$ cat config.mk
export PLATFORM = sky130hd
export DESIGN_NAME = step_pulse_train_generator_core_flat
export DESIGN_NICKNAME = d
export VERILOG_FILES = /design/src/design/spg_pkg.sv /design/src/design/spg_if.sv /design/src/design/step_pulse_train_generator_core.sv /design/src/flat_wrapper.sv
export SDC_FILE = /design/constraint.sdc
export NUM_CORES = 1
export LEC_CHECK = 0
export ABC_AREA = 1
export ABC_CLOCK_PERIOD_IN_PS = 3400
export BUFFER_PORTS_ARGS = -buffer_cell sky130_fd_sc_hd__buf_2
export CAP_MARGIN = 20
export CORE_MARGIN = 2
export CORE_UTILIZATION = 40
export DETAILED_ROUTE_END_ITERATION = 7
export PLACE_DENSITY = 0.67
export SLEW_MARGIN = 20
export SYNTH_ARGS = -nofsm -noshare
export SYNTH_HDL_FRONTEND = slang
export SYNTH_SLANG_ARGS = --single-unit
export TNS_END_PERCENT = 50
$ cat constraint.sdc
create_clock -name clk -period 3.4 [get_ports clk]
set_input_delay 0.17 -clock clk [delete_from_list [all_inputs] [get_ports clk]]
set_output_delay 0.17 -clock clk [all_outputs]
set_load 0.01 [all_outputs]
$ cat src/design/spg_pkg.sv
// Shared types and constants for the step/direction pulse generator.
// No dependencies; compiled before the interfaces and the core.
package spg_pkg;

  // Item operation codes
  typedef logic [1:0] func_t;
  localparam func_t FUNC_TICK  = 2'd0;
  localparam func_t FUNC_MOVE  = 2'd1;
  localparam func_t FUNC_STOP  = 2'd2;
  localparam func_t FUNC_TAKE  = 2'd3;

  // Payload widths fixed by the item format
  localparam int unsigned FREQ_BITS  = 20;
  localparam int unsigned WORD_BITS  = 32;

  // Defaults for the core parameters
  localparam int unsigned DEF_TIMER_CLK_HZ = 1000000;
  localparam int unsigned DEF_COUNT_BITS   = 20;

  // Step period after reset, in timer clocks
  localparam int unsigned RESET_PERIOD = 2500;

endpackage

$ cat src/design/spg_if.sv
// Valid/ready channel interfaces for the pulse generator command and status items.
// Depends on spg_pkg for the operation code type and field widths.
interface spg_in_if;
  logic                             valid;
  logic                             ready;
  spg_pkg::func_t                   func;
  logic                             dir_positive;
  logic [spg_pkg::WORD_BITS-1:0]    pulse_count;
  logic [spg_pkg::FREQ_BITS-1:0]    frequency_hz;

  modport source (output valid, output func, output dir_positive, output pulse_count,
                  output frequency_hz, input ready);
  modport sink   (input valid, input func, input dir_positive, input pulse_count,
                  input frequency_hz, output ready);
endinterface

interface spg_out_if;
  logic                                 valid;
  logic                                 ready;
  logic                                 step_level;
  logic                                 dir_level;
  logic                                 busy_res;
  logic [spg_pkg::WORD_BITS-1:0]        remaining_pulses;
  logic [spg_pkg::WORD_BITS-1:0]        completed_pulses;
  logic signed [spg_pkg::WORD_BITS-1:0] position_total;
  logic                                 completion_event;

  modport source (output valid, output step_level, output dir_level, output busy_res,
                  output remaining_pulses, output completed_pulses, output position_total,
                  output completion_event, input ready);
  modport sink   (input valid, input step_level, input dir_level, input busy_res,
                  input remaining_pulses, input completed_pulses, input position_total,
                  input completion_event, output ready);
endinterface

$ cat src/design/step_pulse_train_generator_core.sv
// Step/direction pulse generator core: command decode, period divider and step timing.
// Depends on spg_pkg and the channel interfaces in spg_if.sv.
//
// Every item returns one status item showing the state after it. Tick, stop and take
// items are accepted back to back as long as the status side takes every item. For a
// move item the step period TIMER_CLK_HZ / frequency_hz comes from a restoring divider
// over DIV_BITS dividend bits, where DIV_BITS is the bit length of TIMER_CLK_HZ, that
// retires one quotient bit per cycle, and no item is accepted while it runs. The
// period is held within 1 .. 2^COUNT_BITS-1 timer clocks. A tick item is one timer
// clock; step_level is high for the second half of each period while a move is busy.
module step_pulse_train_generator_core #(
  parameter int unsigned TIMER_CLK_HZ = spg_pkg::DEF_TIMER_CLK_HZ,
  parameter int unsigned COUNT_BITS   = spg_pkg::DEF_COUNT_BITS
) (
  input  logic      clk,
  input  logic      rst_n,
  spg_in_if.sink    in_ch,
  spg_out_if.source out_ch
);
  import spg_pkg::*;

  localparam int DIV_BITS  = $clog2(TIMER_CLK_HZ + 1);
  localparam int ITER_BITS = $clog2(DIV_BITS + 1);
  localparam int QW        = (DIV_BITS > COUNT_BITS) ? DIV_BITS : COUNT_BITS;
  localparam int REM_BITS  = FREQ_BITS + 1;
  localparam int SUM_BITS  = WORD_BITS + 2;

  localparam logic [DIV_BITS-1:0]   DIVIDEND   = DIV_BITS'(TIMER_CLK_HZ);
  localparam logic [QW-1:0]         CNT_MAX    = QW'({COUNT_BITS{1'b1}});
  localparam logic [QW-1:0]         Q_ONE      = QW'(1);
  localparam logic [COUNT_BITS-1:0] RST_PERIOD = COUNT_BITS'(RESET_PERIOD);
  localparam logic [COUNT_BITS-1:0] CNT_ONE    = COUNT_BITS'(1);
  localparam logic [ITER_BITS-1:0]  LAST_ITER  = ITER_BITS'(DIV_BITS - 1);
  localparam logic [ITER_BITS-1:0]  ITER_ONE   = ITER_BITS'(1);
  localparam logic [FREQ_BITS-1:0]  FREQ_ONE   = FREQ_BITS'(1);
  localparam logic [WORD_BITS-1:0]  WORD_ONE   = WORD_BITS'(1);
  localparam logic signed [SUM_BITS-1:0] SUM_MAX = SUM_BITS'(64'sd2147483647);
  localparam logic signed [SUM_BITS-1:0] SUM_MIN = SUM_BITS'(-64'sd2147483648);

  // Sequencer states
  localparam logic ST_IDLE = 1'b0;
  localparam logic ST_DIV  = 1'b1;

  logic                        state_r, state_nxt;
  logic [ITER_BITS-1:0]        iter_r, iter_nxt;
  logic [DIV_BITS-1:0]         dq_r, dq_nxt;
  logic [FREQ_BITS-1:0]        rem_r, rem_nxt;
  logic [FREQ_BITS-1:0]        divisor_r, divisor_nxt;

  logic [WORD_BITS-1:0]        remaining_r, remaining_nxt;
  logic [WORD_BITS-1:0]        completed_r, completed_nxt;
  logic signed [WORD_BITS-1:0] total_r, total_nxt;
  logic [COUNT_BITS-1:0]       period_r, period_nxt;
  logic [COUNT_BITS-1:0]       half_r, half_nxt;
  logic [COUNT_BITS-1:0]       count_r, count_nxt;
  logic                        busy_r, busy_nxt;
  logic                        done_r, done_nxt;
  logic                        dir_r, dir_nxt;

  logic                        out_valid_r, out_valid_nxt;
  logic                        event_r, event_nxt;

  logic                        in_fire;
  logic                        emit;
  logic [REM_BITS-1:0]         rem_sh;
  logic [REM_BITS-1:0]         diff;
  logic                        qbit;
  logic [DIV_BITS-1:0]         dq_step;
  logic [QW-1:0]               q_ext;
  logic [QW-1:0]               q_clamp;
  logic [COUNT_BITS-1:0]       period_q;
  logic signed [SUM_BITS-1:0]  total_ext;
  logic signed [SUM_BITS-1:0]  pulses_ext;
  logic signed [SUM_BITS-1:0]  sum;
  logic signed [WORD_BITS-1:0] total_sat;
  logic [WORD_BITS-1:0]        remaining_dec;

  // Accept while no divide runs and the status register is free or draining
  assign in_ch.ready = (state_r == ST_IDLE) && (!out_valid_r || out_ch.ready);
  assign in_fire     = in_ch.valid && in_ch.ready;

  // One restoring divide step: shift in the next dividend bit, try the subtract
  assign rem_sh  = {rem_r, dq_r[DIV_BITS-1]};
  assign diff    = rem_sh - {1'b0, divisor_r};
  assign qbit    = !diff[REM_BITS-1];
  assign dq_step = {dq_r[DIV_BITS-2:0], qbit};

  // Hold the quotient within the counter range
  assign q_ext    = QW'(dq_step);
  assign q_clamp  = (q_ext == '0) ? Q_ONE : ((q_ext > CNT_MAX) ? CNT_MAX : q_ext);
  assign period_q = q_clamp[COUNT_BITS-1:0];

  // Saturating position update for a move
  assign total_ext  = SUM_BITS'(total_r);
  assign pulses_ext = $signed({2'b00, in_ch.pulse_count});
  assign sum        = in_ch.dir_positive ? (total_ext + pulses_ext)
                                         : (total_ext - pulses_ext);
  assign total_sat  = (sum > SUM_MAX) ? WORD_BITS'(SUM_MAX)
                    : ((sum < SUM_MIN) ? WORD_BITS'(SUM_MIN) : sum[WORD_BITS-1:0]);

  assign remaining_dec = remaining_r - WORD_ONE;

  // Next-state logic for commands, ticks and the divider sequencer
  always_comb begin
    state_nxt     = state_r;
    iter_nxt      = iter_r;
    dq_nxt        = dq_r;
    rem_nxt       = rem_r;
    divisor_nxt   = divisor_r;
    remaining_nxt = remaining_r;
    completed_nxt = completed_r;
    total_nxt     = total_r;
    period_nxt    = period_r;
    half_nxt      = half_r;
    count_nxt     = count_r;
    busy_nxt      = busy_r;
    done_nxt      = done_r;
    dir_nxt       = dir_r;
    event_nxt     = event_r;
    emit          = 1'b0;

    if (state_r == ST_DIV) begin
      // Advance the divider; commit the period on the last bit
      rem_nxt  = qbit ? diff[FREQ_BITS-1:0] : rem_sh[FREQ_BITS-1:0];
      dq_nxt   = dq_step;
      iter_nxt = iter_r + ITER_ONE;
      if (iter_r == LAST_ITER) begin
        period_nxt = period_q;
        half_nxt   = period_q >> 1;
        count_nxt  = period_q - CNT_ONE;
        state_nxt  = ST_IDLE;
        event_nxt  = 1'b0;
        emit       = 1'b1;
      end
    end else if (in_fire) begin
      unique case (in_ch.func)
        FUNC_TICK: begin
          event_nxt = 1'b0;
          emit      = 1'b1;
          if (busy_r) begin
            if (count_r == '0) begin
              count_nxt = period_r - CNT_ONE;
              if (remaining_r != '0) begin
                remaining_nxt = remaining_dec;
                completed_nxt = completed_r + WORD_ONE;
                if (remaining_dec == '0) begin
                  half_nxt = period_r;
                  busy_nxt = 1'b0;
                  done_nxt = 1'b1;
                end
              end
            end else begin
              count_nxt = count_r - CNT_ONE;
            end
          end
        end
        FUNC_MOVE: begin
          // Latch the move and launch the period divide
          dir_nxt       = in_ch.dir_positive;
          remaining_nxt = in_ch.pulse_count;
          busy_nxt      = 1'b1;
          done_nxt      = 1'b0;
          total_nxt     = total_sat;
          divisor_nxt   = (in_ch.frequency_hz == '0) ? FREQ_ONE : in_ch.frequency_hz;
          dq_nxt        = DIVIDEND;
          rem_nxt       = '0;
          iter_nxt      = '0;
          state_nxt     = ST_DIV;
        end
        FUNC_STOP: begin
          half_nxt      = period_r;
          remaining_nxt = '0;
          busy_nxt      = 1'b0;
          done_nxt      = 1'b0;
          event_nxt     = 1'b0;
          emit          = 1'b1;
        end
        FUNC_TAKE: begin
          event_nxt = done_r;
          done_nxt  = 1'b0;
          emit      = 1'b1;
        end
        default: begin
          emit = 1'b0;
        end
      endcase
    end

    // Hold the status item until taken
    if (emit) begin
      out_valid_nxt = 1'b1;
    end else if (out_ch.ready) begin
      out_valid_nxt = 1'b0;
    end else begin
      out_valid_nxt = out_valid_r;
    end
  end

  // Control and state registers
  always_ff @(posedge clk) begin
    if (!rst_n) begin
      state_r     <= ST_IDLE;
      out_valid_r <= 1'b0;
      event_r     <= 1'b0;
      remaining_r <= '0;
      completed_r <= '0;
      total_r     <= '0;
      period_r    <= RST_PERIOD;
      half_r      <= RST_PERIOD;
      count_r     <= '0;
      busy_r      <= 1'b0;
      done_r      <= 1'b0;
      dir_r       <= 1'b0;
    end else begin
      state_r     <= state_nxt;
      out_valid_r <= out_valid_nxt;
      event_r     <= event_nxt;
      remaining_r <= remaining_nxt;
      completed_r <= completed_nxt;
      total_r     <= total_nxt;
      period_r    <= period_nxt;
      half_r      <= half_nxt;
      count_r     <= count_nxt;
      busy_r      <= busy_nxt;
      done_r      <= done_nxt;
      dir_r       <= dir_nxt;
    end
  end

  // Divider datapath registers
  always_ff @(posedge clk) begin
    iter_r    <= iter_nxt;
    dq_r      <= dq_nxt;
    rem_r     <= rem_nxt;
    divisor_r <= divisor_nxt;
  end

  // State only changes on an accepted item or when a divide ends, so it holds while a status item waits
  assign out_ch.valid            = out_valid_r;
  assign out_ch.step_level       = busy_r && (count_r < half_r);
  assign out_ch.dir_level        = dir_r;
  assign out_ch.busy_res         = busy_r;
  assign out_ch.remaining_pulses = remaining_r;
  assign out_ch.completed_pulses = completed_r;
  assign out_ch.position_total   = total_r;
  assign out_ch.completion_event = event_r;

`ifndef SYNTHESIS
  a_no_accept_in_div: assert property (@(posedge clk) disable iff (!rst_n)
    (state_r == ST_DIV) |-> !in_ch.ready)
    else $error("item accepted during period divide");

  a_move_starts_div: assert property (@(posedge clk) disable iff (!rst_n)
    (in_fire && (in_ch.func == FUNC_MOVE)) |=> ((state_r == ST_DIV) && !out_valid_r))
    else $error("move did not start the divider");

  a_half_within_period: assert property (@(posedge clk) disable iff (!rst_n)
    (half_r <= period_r) && (period_r != '0))
    else $error("half period above period or zero period");

  a_count_within_period: assert property (@(posedge clk) disable iff (!rst_n)
    (state_r == ST_IDLE) |-> (count_r < period_r))
    else $error("count beyond period");

  a_idle_no_remaining_on_stop: assert property (@(posedge clk) disable iff (!rst_n)
    (in_fire && (in_ch.func == FUNC_STOP)) |=> (!busy_r && (remaining_r == '0) && !done_r))
    else $error("stop left the move running");
`endif

endmodule
$ cat src/flat_wrapper.sv
// flat-port wrapper written by rule: the top's interface ports become plain ports
module step_pulse_train_generator_core_flat import spg_pkg::*;
#(
  parameter int unsigned TIMER_CLK_HZ = spg_pkg::DEF_TIMER_CLK_HZ,
  parameter int unsigned COUNT_BITS   = spg_pkg::DEF_COUNT_BITS
)
  (clk, rst_n, in_ch_valid, in_ch_func, in_ch_dir_positive, in_ch_pulse_count, in_ch_frequency_hz, in_ch_ready, out_ch_valid, out_ch_step_level, out_ch_dir_level, out_ch_busy_res, out_ch_remaining_pulses, out_ch_completed_pulses, out_ch_position_total, out_ch_completion_event, out_ch_ready);
  spg_in_if in_ch_i ();
  spg_out_if out_ch_i ();
  input  logic clk;
  input  logic rst_n;
  input wire logic [$bits(in_ch_i.valid)-1:0] in_ch_valid;
  input wire logic [$bits(in_ch_i.func)-1:0] in_ch_func;
  input wire logic [$bits(in_ch_i.dir_positive)-1:0] in_ch_dir_positive;
  input wire logic [$bits(in_ch_i.pulse_count)-1:0] in_ch_pulse_count;
  input wire logic [$bits(in_ch_i.frequency_hz)-1:0] in_ch_frequency_hz;
  output wire logic [$bits(in_ch_i.ready)-1:0] in_ch_ready;
  output wire logic [$bits(out_ch_i.valid)-1:0] out_ch_valid;
  output wire logic [$bits(out_ch_i.step_level)-1:0] out_ch_step_level;
  output wire logic [$bits(out_ch_i.dir_level)-1:0] out_ch_dir_level;
  output wire logic [$bits(out_ch_i.busy_res)-1:0] out_ch_busy_res;
  output wire logic [$bits(out_ch_i.remaining_pulses)-1:0] out_ch_remaining_pulses;
  output wire logic [$bits(out_ch_i.completed_pulses)-1:0] out_ch_completed_pulses;
  output wire logic [$bits(out_ch_i.position_total)-1:0] out_ch_position_total;
  output wire logic [$bits(out_ch_i.completion_event)-1:0] out_ch_completion_event;
  input wire logic [$bits(out_ch_i.ready)-1:0] out_ch_ready;
  assign in_ch_i.valid = in_ch_valid;
  assign in_ch_i.func = in_ch_func;
  assign in_ch_i.dir_positive = in_ch_dir_positive;
  assign in_ch_i.pulse_count = in_ch_pulse_count;
  assign in_ch_i.frequency_hz = in_ch_frequency_hz;
  assign in_ch_ready = in_ch_i.ready;
  assign out_ch_valid = out_ch_i.valid;
  assign out_ch_step_level = out_ch_i.step_level;
  assign out_ch_dir_level = out_ch_i.dir_level;
  assign out_ch_busy_res = out_ch_i.busy_res;
  assign out_ch_remaining_pulses = out_ch_i.remaining_pulses;
  assign out_ch_completed_pulses = out_ch_i.completed_pulses;
  assign out_ch_position_total = out_ch_i.position_total;
  assign out_ch_completion_event = out_ch_i.completion_event;
  assign out_ch_i.ready = out_ch_ready;
  step_pulse_train_generator_core #(.TIMER_CLK_HZ(TIMER_CLK_HZ), .COUNT_BITS(COUNT_BITS)) u_core (.clk(clk), .rst_n(rst_n), .in_ch(in_ch_i), .out_ch(out_ch_i));
endmodule
# After elaboration in Yosys (flattened, before gate mapping)
# Cells that the tools add are included.
[op_classes]
n_reduce_logical = 33
muxes = 57
add_sub_neg = 9
eq_ne = 13
n_lt_le_gt_ge = 4
bitwise_logic = 1
[op_table]
columns = ["op", "count"]
rows = [
  ["20-bit 2-to-1 mux", 22],
  ["32-bit 2-to-1 mux", 5],
  ["32-bit one-hot mux with 3 select lines", 1],
  ["20-bit zero test", 3],
  ["20-bit by 1-bit subtractor with 20-bit output (second input constant)", 3],
  ["20-bit one-hot mux with 2 select lines", 1],
  ["32-bit by 33-bit adder with 34-bit output", 1],
  ["34-bit by 32-bit greater-than comparator with 1-bit output (second input constant)", 1],
  ["34-bit by 32-bit less-than comparator with 1-bit output (second input constant)", 1],
  ["34-bit 2-to-1 mux", 1],
  ["32-bit by 33-bit subtractor with 34-bit output", 1],
  ["32-bit by 1-bit adder with 32-bit output (second input constant)", 1],
  ["32-bit zero test", 1],
  ["32-bit nonzero test", 1],
  ["32-bit by 1-bit subtractor with 32-bit output (second input constant)", 1],
  ["1-bit 2-to-1 mux", 21],
  ["21-bit by 20-bit subtractor with 21-bit output", 1],
  ["20-bit greater-than comparator (second input constant)", 1],
  ["20-bit less-than comparator", 1],
  ["6-bit AND reduction", 3],
  ["5-bit 2-to-1 mux", 3],
  ["3-bit by 1-bit inequality test with 1-bit output (second input constant)", 4],
  ["2-bit nonzero test", 5],
  ["3-bit AND reduction", 3],
  ["other kinds (19)", 31],
]
[totals]
reg_bits = 227
in_bits = 59
wordCells = 133
output_inout_bits = 102

# Logic depth before layout (Yosys ltp)
# Gate-level depths: netlist (run 1).
[logic_depth]
word_depth = 9
ltp_mapped = 27
ltp_nobuf = 26

# Worst setup path before layout (run 1)
# OpenSTA, ideal clock, no wires.
[synth_timing]
kind = "input port to flip-flop"
from = "input in_ch_pulse_count[0]"
to = "register u_core.total_r[10] (netlist: u_core.out_ch.position_total[10])"
arrival_time_ns = 3.079
setup_ns = 0.119
path_buffers = 1
stages = 24
path_slack_ns = 0.201
path_cell_list = "inv_1 -> ha_1 -> nand2_1 -> nor2_1 -> nand4_1 -> nor3_1 -> nand2_1 -> nor3_1 -> nand2_1 -> nand2_1 -> o21ai_0 -> xor2_1 -> ha_1 -> nand2_1 -> nor2_1 -> nand2_1 -> nor3_1 -> nand2_1 -> nand2_1 -> xor2_1 -> nand3_1 -> nand2_4 -> buf_4 -> a21oi_1"
[synth_between]
elab_chain_cells = 5
elab_cells_between_ends = 7
classes_between = "2 x add/sub; 2 x order compare; 3 x mux"
[synth_lines]
columns = ["item", "line", "text"]
rows = [
  ["start: declaration", "flat_wrapper.sv:15", "input wire logic [$bits(in_ch_i.pulse_count)-1:0] in_ch_pulse_count;"],
  ["32-bit by 33-bit subtractor with 34-bit output / 32-bit by 33-bit adder with 34-bit output (equally long branches)", "step_pulse_train_generator_core.sv:97, step_pulse_train_generator_core.sv:96", ""],
  ["34-bit 2-to-1 mux *", "step_pulse_train_generator_core.sv:96", "assign sum = in_ch.dir_positive ? (total_ext + pulses_ext)"],
  ["34-bit by 32-bit less-than comparator with 1-bit output", "step_pulse_train_generator_core.sv:99", ": ((sum < SUM_MIN) ? WORD_BITS'(SUM_MIN) : sum[WORD_BITS-1:0]);"],
  ["32-bit 2-to-1 mux", "step_pulse_train_generator_core.sv:99", ""],
  ["32-bit 2-to-1 mux *", "step_pulse_train_generator_core.sv:98", "assign total_sat = (sum > SUM_MAX) ? WORD_BITS'(SUM_MAX)"],
  ["end signal: assignment", "step_pulse_train_generator_core.sv:220", "total_r <= total_nxt;"],
  ["end: declaration", "step_pulse_train_generator_core.sv:52", "logic signed [WORD_BITS-1:0] total_r, total_nxt;"],
]
# Every way passes the cells marked *; elsewhere a longest branch is shown, timed or not.
# A chain may end at the register's enable or synchronous reset.

# Final worst setup path (run 1)
[layout_timing]
from = "input in_ch_pulse_count[20]"
to = "register u_core.total_r[15] (netlist: u_core.out_ch.position_total[15])"
# The elaborated chain is that of the path after synthesis.

==> results of run 1 <==
[registers in the layout (all words and copies together) (netlist names), 5 cells and up]
signal and cells:
u_core.rem_r 20, u_core.divisor_r 20, u_core.iter_r 5, u_core.out_ch.completed_pulses 32, u_core.dq_r 20, u_core.period_r 20
u_core.count_r 20, u_core.out_ch.position_total 32, u_core.out_ch.remaining_pulses 32, u_core.half_r 20
[per-stage QoR]
| step | setup WS, ps | area (um2) | hold slack (ps) | setup TNS, ps | total power [mW] |
|---|---|---|---|---|---|
| floorplan | 201 | 15800 | 323 | 0 | 4.80 |
| global placement | -328 | 17900 | 364 | -10060 | 5.57 |
| detailed placement | -365 | 17900 | 366 | -10940 | 5.60 |
| CTS | 111 | 19200 | 1.29 | 0 | 8.90 |
| global route | -23.3 | 19300 | 29.0 | -61.8 | 9.37 |
| finish | 272 | 19300 | 12.6 | 0 | 8.88 |
[power breakdown]
part | switching [mW] | internal (mW)
sequential | 0.132 | 2.92
clock | 1.27 | 1.98
combinational | 1.63 | 0.952
total | 3.03 | 5.85
[cell families after synthesis]
logic type | count (synthesis) | share of synthesized area
simple gates | 1054 | 0.285
compound gates | 480 | 0.164
buf+inv | 361 | 0.0919
flops | 227 | 0.328
xor+xnor | 116 | 0.0641
fa+ha+maj | 84 | 0.0673
[path summary, 6_finish.rpt]
kind                            slack, ps             startpoint                            endpoint  cells past startpoint
worst max-delay path                  270  in_ch_pulse_count[20]    u_core.out_ch.position_total[15]                     22
worst min-delay path                   10  in_ch_pulse_count[30]  u_core.out_ch.remaining_pulses[30]                      3
worst max register to register        270    u_core.divisor_r[0]                  u_core.count_r[18]                     21
worst min register to register        450          u_core.done_r                       u_core.done_r                      2
[layer usage]
layer | up-vias | part of all wire | GRT usage
li1 | 8185 | - | -
met4 | 10 | 0.027 | 0.0779
met2 | 455 | 0.47 | 0.409
met3 | 83 | 0.069 | 0.0510
met1 | 7428 | 0.43 | 0.296
met5 | - | 0.0013 | 0
[area by class of cell]
cell class | instances | share of cell area
inverters | 269 | 0.0523
diodes | 5 | 0.000648
flip-flops and latches | 227 | 0.269
repair buffers | 320 | 0.110
clock inverters | 18 | 0.0122
well taps | 518 | 0.0336
multi-input cells | 1734 | 0.482
clock buffers | 34 | 0.0395
[what timing repair did]
item | CTS | global route
endpoints found under the hold margin | 38 | 0
resized for setup | 0 | 26
endpoints found under the setup margin | 0 | 33
buffers inserted | 0 | 4
hold buffers | 31 | 0
[critical path, delay by kind of cell]
| family | cells | cell delay, ps |
|---|---|---|
| and+or+nand+nor | 10 | 990 |
| xor gates and xnor gates | 1 | 210 |
| AOI/OAI and AO/OA | 6 | 970 |
| adders and majority gates | 1 | 340 |
| buffers and inverters | 4 | 950 |
[cells in the mapped netlist, types with 30 or more instances]
library cell / count / area (um2)
sky130_fd_sc_hd__nor3_1: 39 / 195
sky130_fd_sc_hd__nand4_1: 30 / 188
sky130_fd_sc_hd__xnor2_1: 32 / 280
sky130_fd_sc_hd__xor2_1: 84 / 736
sky130_fd_sc_hd__dfxtp_1: 162 / 3240
sky130_fd_sc_hd__ha_1: 82 / 1030
sky130_fd_sc_hd__inv_1: 259 / 972
sky130_fd_sc_hd__nand2_1: 530 / 1990
sky130_fd_sc_hd__a21oi_1: 243 / 1220
sky130_fd_sc_hd__nand3_1: 116 / 581
sky130_fd_sc_hd__o21ai_0: 151 / 756
sky130_fd_sc_hd__nor2_1: 267 / 1000
sky130_fd_sc_hd__edfxtp_1: 65 / 1950
sky130_fd_sc_hd__clkbuf_1: 65 / 244
==> results.cfg, run 1 <==
[grt]
vias_in_the_first_global_route = 15600
track_usage = 0.238
overflow = 0
antenna_violations_before_repair = 11
pin_count_of_the_biggest_net_entering_global_routing = 59
wire_length_of_the_first_global_routing_pass_um = 79600

[placed_design]
place_hpwl_um = 37900
placed_cells = 3033
gpl.final_weighted_congestion = 0.930
place.port_buffers = 160

[logic_synthesis]
synth_seq_area_share = 0.328
distinct_cells_synth = 58
ys_dominant_reg_cell = sky130_fd_sc_hd__dfxtp_1
syn_inst = 2322
synth_edf_count = 65
syn_area_um2 = 15800
synth-seq-cells = 227
syn-num-nets = 2465
mean_area_per_synthesized_cell_um2 = 6.82
yosys_warnings = 0
asyncSetResetFlopFracSynth = 0

[pwr]
peakVddDrop_v = 0.000353
power.leakage_nw = 8.96
cellPowerDensity_nw_per_um2 = 460

[floorplan]
fp.dieH_um = 203
fp-row-count = 72
floorplan.die_area_um2 = 41200
design.core.area_um2 = 38800
io_pins = 161
start_util = 0.408
die_width_um = 203

[cts]
cts_buffers = 28
clock_tree.root_cell = sky130_fd_sc_hd__clkbuf_16
insertion_delay_ps = 570
cts_tree = built
clock_tree.htree_level_count = 1
numClockSinks = 227
cts_max_path_bufs = 3
worst_setup_hold_path_clk_slew_ps = 60

[finish]
layout.nets = 2723
final_layout_size_suffix_gt1_frac = 0.157
nFillCells = 3937
most_frequent_cells_in_the_layout = sky130_fd_sc_hd__nand2_1 (529), sky130_fd_sc_hd__nor2_1 (260), sky130_fd_sc_hd__inv_1 (259)
syn2layout_area_growth_pct = 21.8
final_common_cell = sky130_fd_sc_hd__nand2_1
multi_input_comb_area_um2 = 9310
fin_cells = 3125
area.sequential_um2 = 5200
finish.utilization = 0.497

[sta]
report.final.setup_viol = 0
hold_viol_final = 0
finalMaxSlewViolations = 0
achievable-frequency_mhz = 320
final_worst_path_period_share = 0.920
fin_crit_ps = 3130
fin_worst_skew_ps = 21.0
tightestPinTransition_ps = 883
slew_headroom = 0.405

[setup_path]
critPathRequiredTime_ps = 3890
worst-endpoint-arrival_ps = 3620
crit_path_max_incr_delay_ps = 540
critPathSlowestCell = sky130_fd_sc_hd__dlygate4sd3_1
path_class = in -> reg
cells_traversed_along_the_worst_timing_path = dlygate4sd3_1 > buf_2 > nor2_2 > nand2_1 > inv_1 > nand4_1 > nor2_2 > nor2_1 > a21oi_1 > xnor2_1 > ha_1 > a21o_1 > a21oi_1 > o21ai_1 > a21oi_2 > nand3_1 > nand2_1 > nand2_1 > nand2_2 > buf_12 > nand2_1 > a21oi_1
critPathMostFrequentCell = sky130_fd_sc_hd__nand2_1
critPathLaunchType = input port
element_type_at_the_critical_path_end = register
critical_path_peak_fanout = 17

[outcome]
status = completed

[drt]
drtAntennaViolNets = 0
drt_drc = 0
vias = 16200
avgViaCountPerCell = 5.17
drt-initial-drc-count = 858
routed_wl_um = 50100
drt-pass1-iter-count = 6
routedWlPerCell_um = 16.0

[worst_hold_path]
class_of_the_tightest_hold_or_removal_check = in -> reg

[job]
max_cap_violations = 0
Note: power is estimated with default switching activity, not from simulation.
==> inputs of run 2 (changes only) <==
Settings changed: CAP_MARGIN 20 to 0, CORE_UTILIZATION 40 to 55, PLACE_DENSITY 0.67 to 0.85.
==> run 2 against run 1 <==
Net effect:
- hold slack better by 4.7 ps
- clock power shrank 5%
- via count increased by 4.4%
- design area down 1.5%
- die area is 27% lower
- utilization is 17 points higher
- register-to-register slack got worse by 40 ps
==> results.cfg, run 2 (synthesis results as in run 1) <==
[floorplan]
floorplan.die_area_um2 = 30200
design.core.area_um2 = 28500
fp-row-count = 62
fp.dieH_um = 174
io_pins = 161
die_width_um = 174
start_util = 0.555

[finish]
nFillCells = 2480
layout.nets = 2701
finish.utilization = 0.666
most_frequent_cells_in_the_layout = sky130_fd_sc_hd__nand2_1 (521), sky130_fd_sc_hd__nor2_1 (259), sky130_fd_sc_hd__inv_1 (257)
postLayoutCellArea_um2 = 19000
final_common_cell = sky130_fd_sc_hd__nand2_1
final_layout_size_suffix_gt1_frac = 0.155
syn2layout_area_growth_pct = 20.0

[drt]
drtAntennaViolNets = 0
routedWlPerCell_um = 16.6
vias = 16900
avgViaCountPerCell = 5.69
drt-initial-drc-count = 1617
drt-pass1-iter-count = 6
drt_drc = 0
routed_wl_um = 49300

[sta]
hold_viol_final = 0
tightestPinTransition_ps = 742
hold_ws_ps = 17.4
fin_crit_ps = 3170
layout_setup_ws_ps = 228
achievable-frequency_mhz = 315
final_worst_path_period_share = 0.933
finalMaxSlewViolations = 0
fin_worst_skew_ps = 20.2
report.final.setup_viol = 0
slew_headroom = 0.505

[setup_path]
critPathRequiredTime_ps = 3830
critPathLaunchType = input port
element_type_at_the_critical_path_end = register
path_class = in -> reg
worst-endpoint-arrival_ps = 3600
critical_path_peak_fanout = 16

[placed_design]
placed_cell_areas_um2 = 17500
place_hpwl_um = 36100
gpl.final_weighted_congestion = 1.01
place_worst_setup_slack_ps = -352
place.port_buffers = 160

[grt]
antenna_violations_before_repair = 11
pin_count_of_the_biggest_net_entering_global_routing = 64
wire_length_of_the_first_global_routing_pass_um = 78100
track_usage = 0.312
vias_in_the_first_global_route = 16100
overflow = 0

[pwr]
comb_power_share = 0.297
cellPowerDensity_nw_per_um2 = 459
p_switching_mw = 3.02
power.leakage_nw = 8.86
seqPwrFrac = 0.350
intPower_mw = 5.72
finalPower_mw = 8.73
clock_power_share = 0.352
proportion_of_total_power_due_to_net_switching = 0.346
peakVddDrop_v = 0.000377

[cts]
clock_tree.htree_level_count = 1
clock_tree.root_cell = sky130_fd_sc_hd__clkbuf_16
worst_setup_hold_path_clk_slew_ps = 60
numClockSinks = 227
cts_tree = built
cts_buffers = 26
cts_max_path_bufs = 3
insertion_delay_ps = 550

[worst_hold_path]
class_of_the_tightest_hold_or_removal_check = in -> reg

[outcome]
status = completed

[job]
max_cap_violations = 0
[run 2: cell count changes in the layout (fill, tap and decap cells not counted), sizes merged]
cell         previous run  this run
clkbuf                 34        33
buf                   289       267
clkinv                 17        14
dlygate4sd3            31        30
clkinvlp                2         1
inv                   263       265
diode                   5         8
[run 2: final timing paths]
check                        start                            endpoint  slack, ps  cells after the start
max          in_ch_pulse_count[20]    u_core.out_ch.position_total[18]        230                     23
min          in_ch_pulse_count[25]  u_core.out_ch.remaining_pulses[25]         20                      3
max reg2reg        u_core.dq_r[19]                  u_core.count_r[14]        230                     21
min reg2reg       u_core.half_r[7]                    u_core.half_r[7]        450                      2
[run 2: area by class of cell]
cell class              count  area [um2]  area share
clock buffers              30         696      0.0366
repair buffers            300        2020       0.106
clock inverters            16         236      0.0124
well taps                 384         480      0.0253
flip-flops and latches    227        5200       0.273
inverters                 269        1010      0.0531
multi-input cells        1734        9350       0.492
diodes                      8        20.0     0.00105
[run 2: critical path, stage by stage]
cell and delay [ps]:
sky130_fd_sc_hd__dlygate4sd3_1 540, sky130_fd_sc_hd__buf_2 150, sky130_fd_sc_hd__nor2_1 130, sky130_fd_sc_hd__nand2_1 90, sky130_fd_sc_hd__inv_1 90, sky130_fd_sc_hd__nand4_1 110, sky130_fd_sc_hd__nor2_2 200, sky130_fd_sc_hd__a21oi_1 110
sky130_fd_sc_hd__xor2_1 240, sky130_fd_sc_hd__ha_1 350, sky130_fd_sc_hd__a21oi_1 220, sky130_fd_sc_hd__o21bai_1 100, sky130_fd_sc_hd__a21oi_1 150, sky130_fd_sc_hd__o21ai_2 80, sky130_fd_sc_hd__a21oi_2 150, sky130_fd_sc_hd__nand2_1 90
sky130_fd_sc_hd__nand2_1 60, sky130_fd_sc_hd__nand2_1 50, sky130_fd_sc_hd__nand2_1 110, sky130_fd_sc_hd__nand2_4 100, sky130_fd_sc_hd__buf_12 160, sky130_fd_sc_hd__nand2_1 70, sky130_fd_sc_hd__a21oi_1 60
[run 2: stage by stage]
step | std cells | TNS [ps]
4_1_cts | 2954 | 0
6_report | 2968 | 0
2_1_floorplan | 2322 | 0
5_1_grt | 2965 | -1100
3_5_place_dp | 2878 | -10610
3_3_place_gp | 2878 | -6390
[run 2: timing repair]
item,4_1_cts,5_1_grt
resized for setup,0,47
hold buffers,30,0
setup buffers,0,1
setup endpoints to repair,0,37
hold endpoints to repair,30,0
[run 2: power by group through the flow]
stage               Combinational (mW)  Clock [mW]  Sequential (mW)
finish                            2.60        3.08             3.06
global route                      2.88        3.20             3.07
CTS                               2.47        3.10             3.06
detailed placement                2.43           0             3.11
global placement                  2.37           0             3.11
floorplan                         1.70           0             3.10
[run 2: per-layer routing]
metal  part of all wire  global-route usage
met1               0.40               0.379
met2               0.47               0.530
met3              0.078              0.0614
met4              0.054               0.152
met5            0.00087                   0
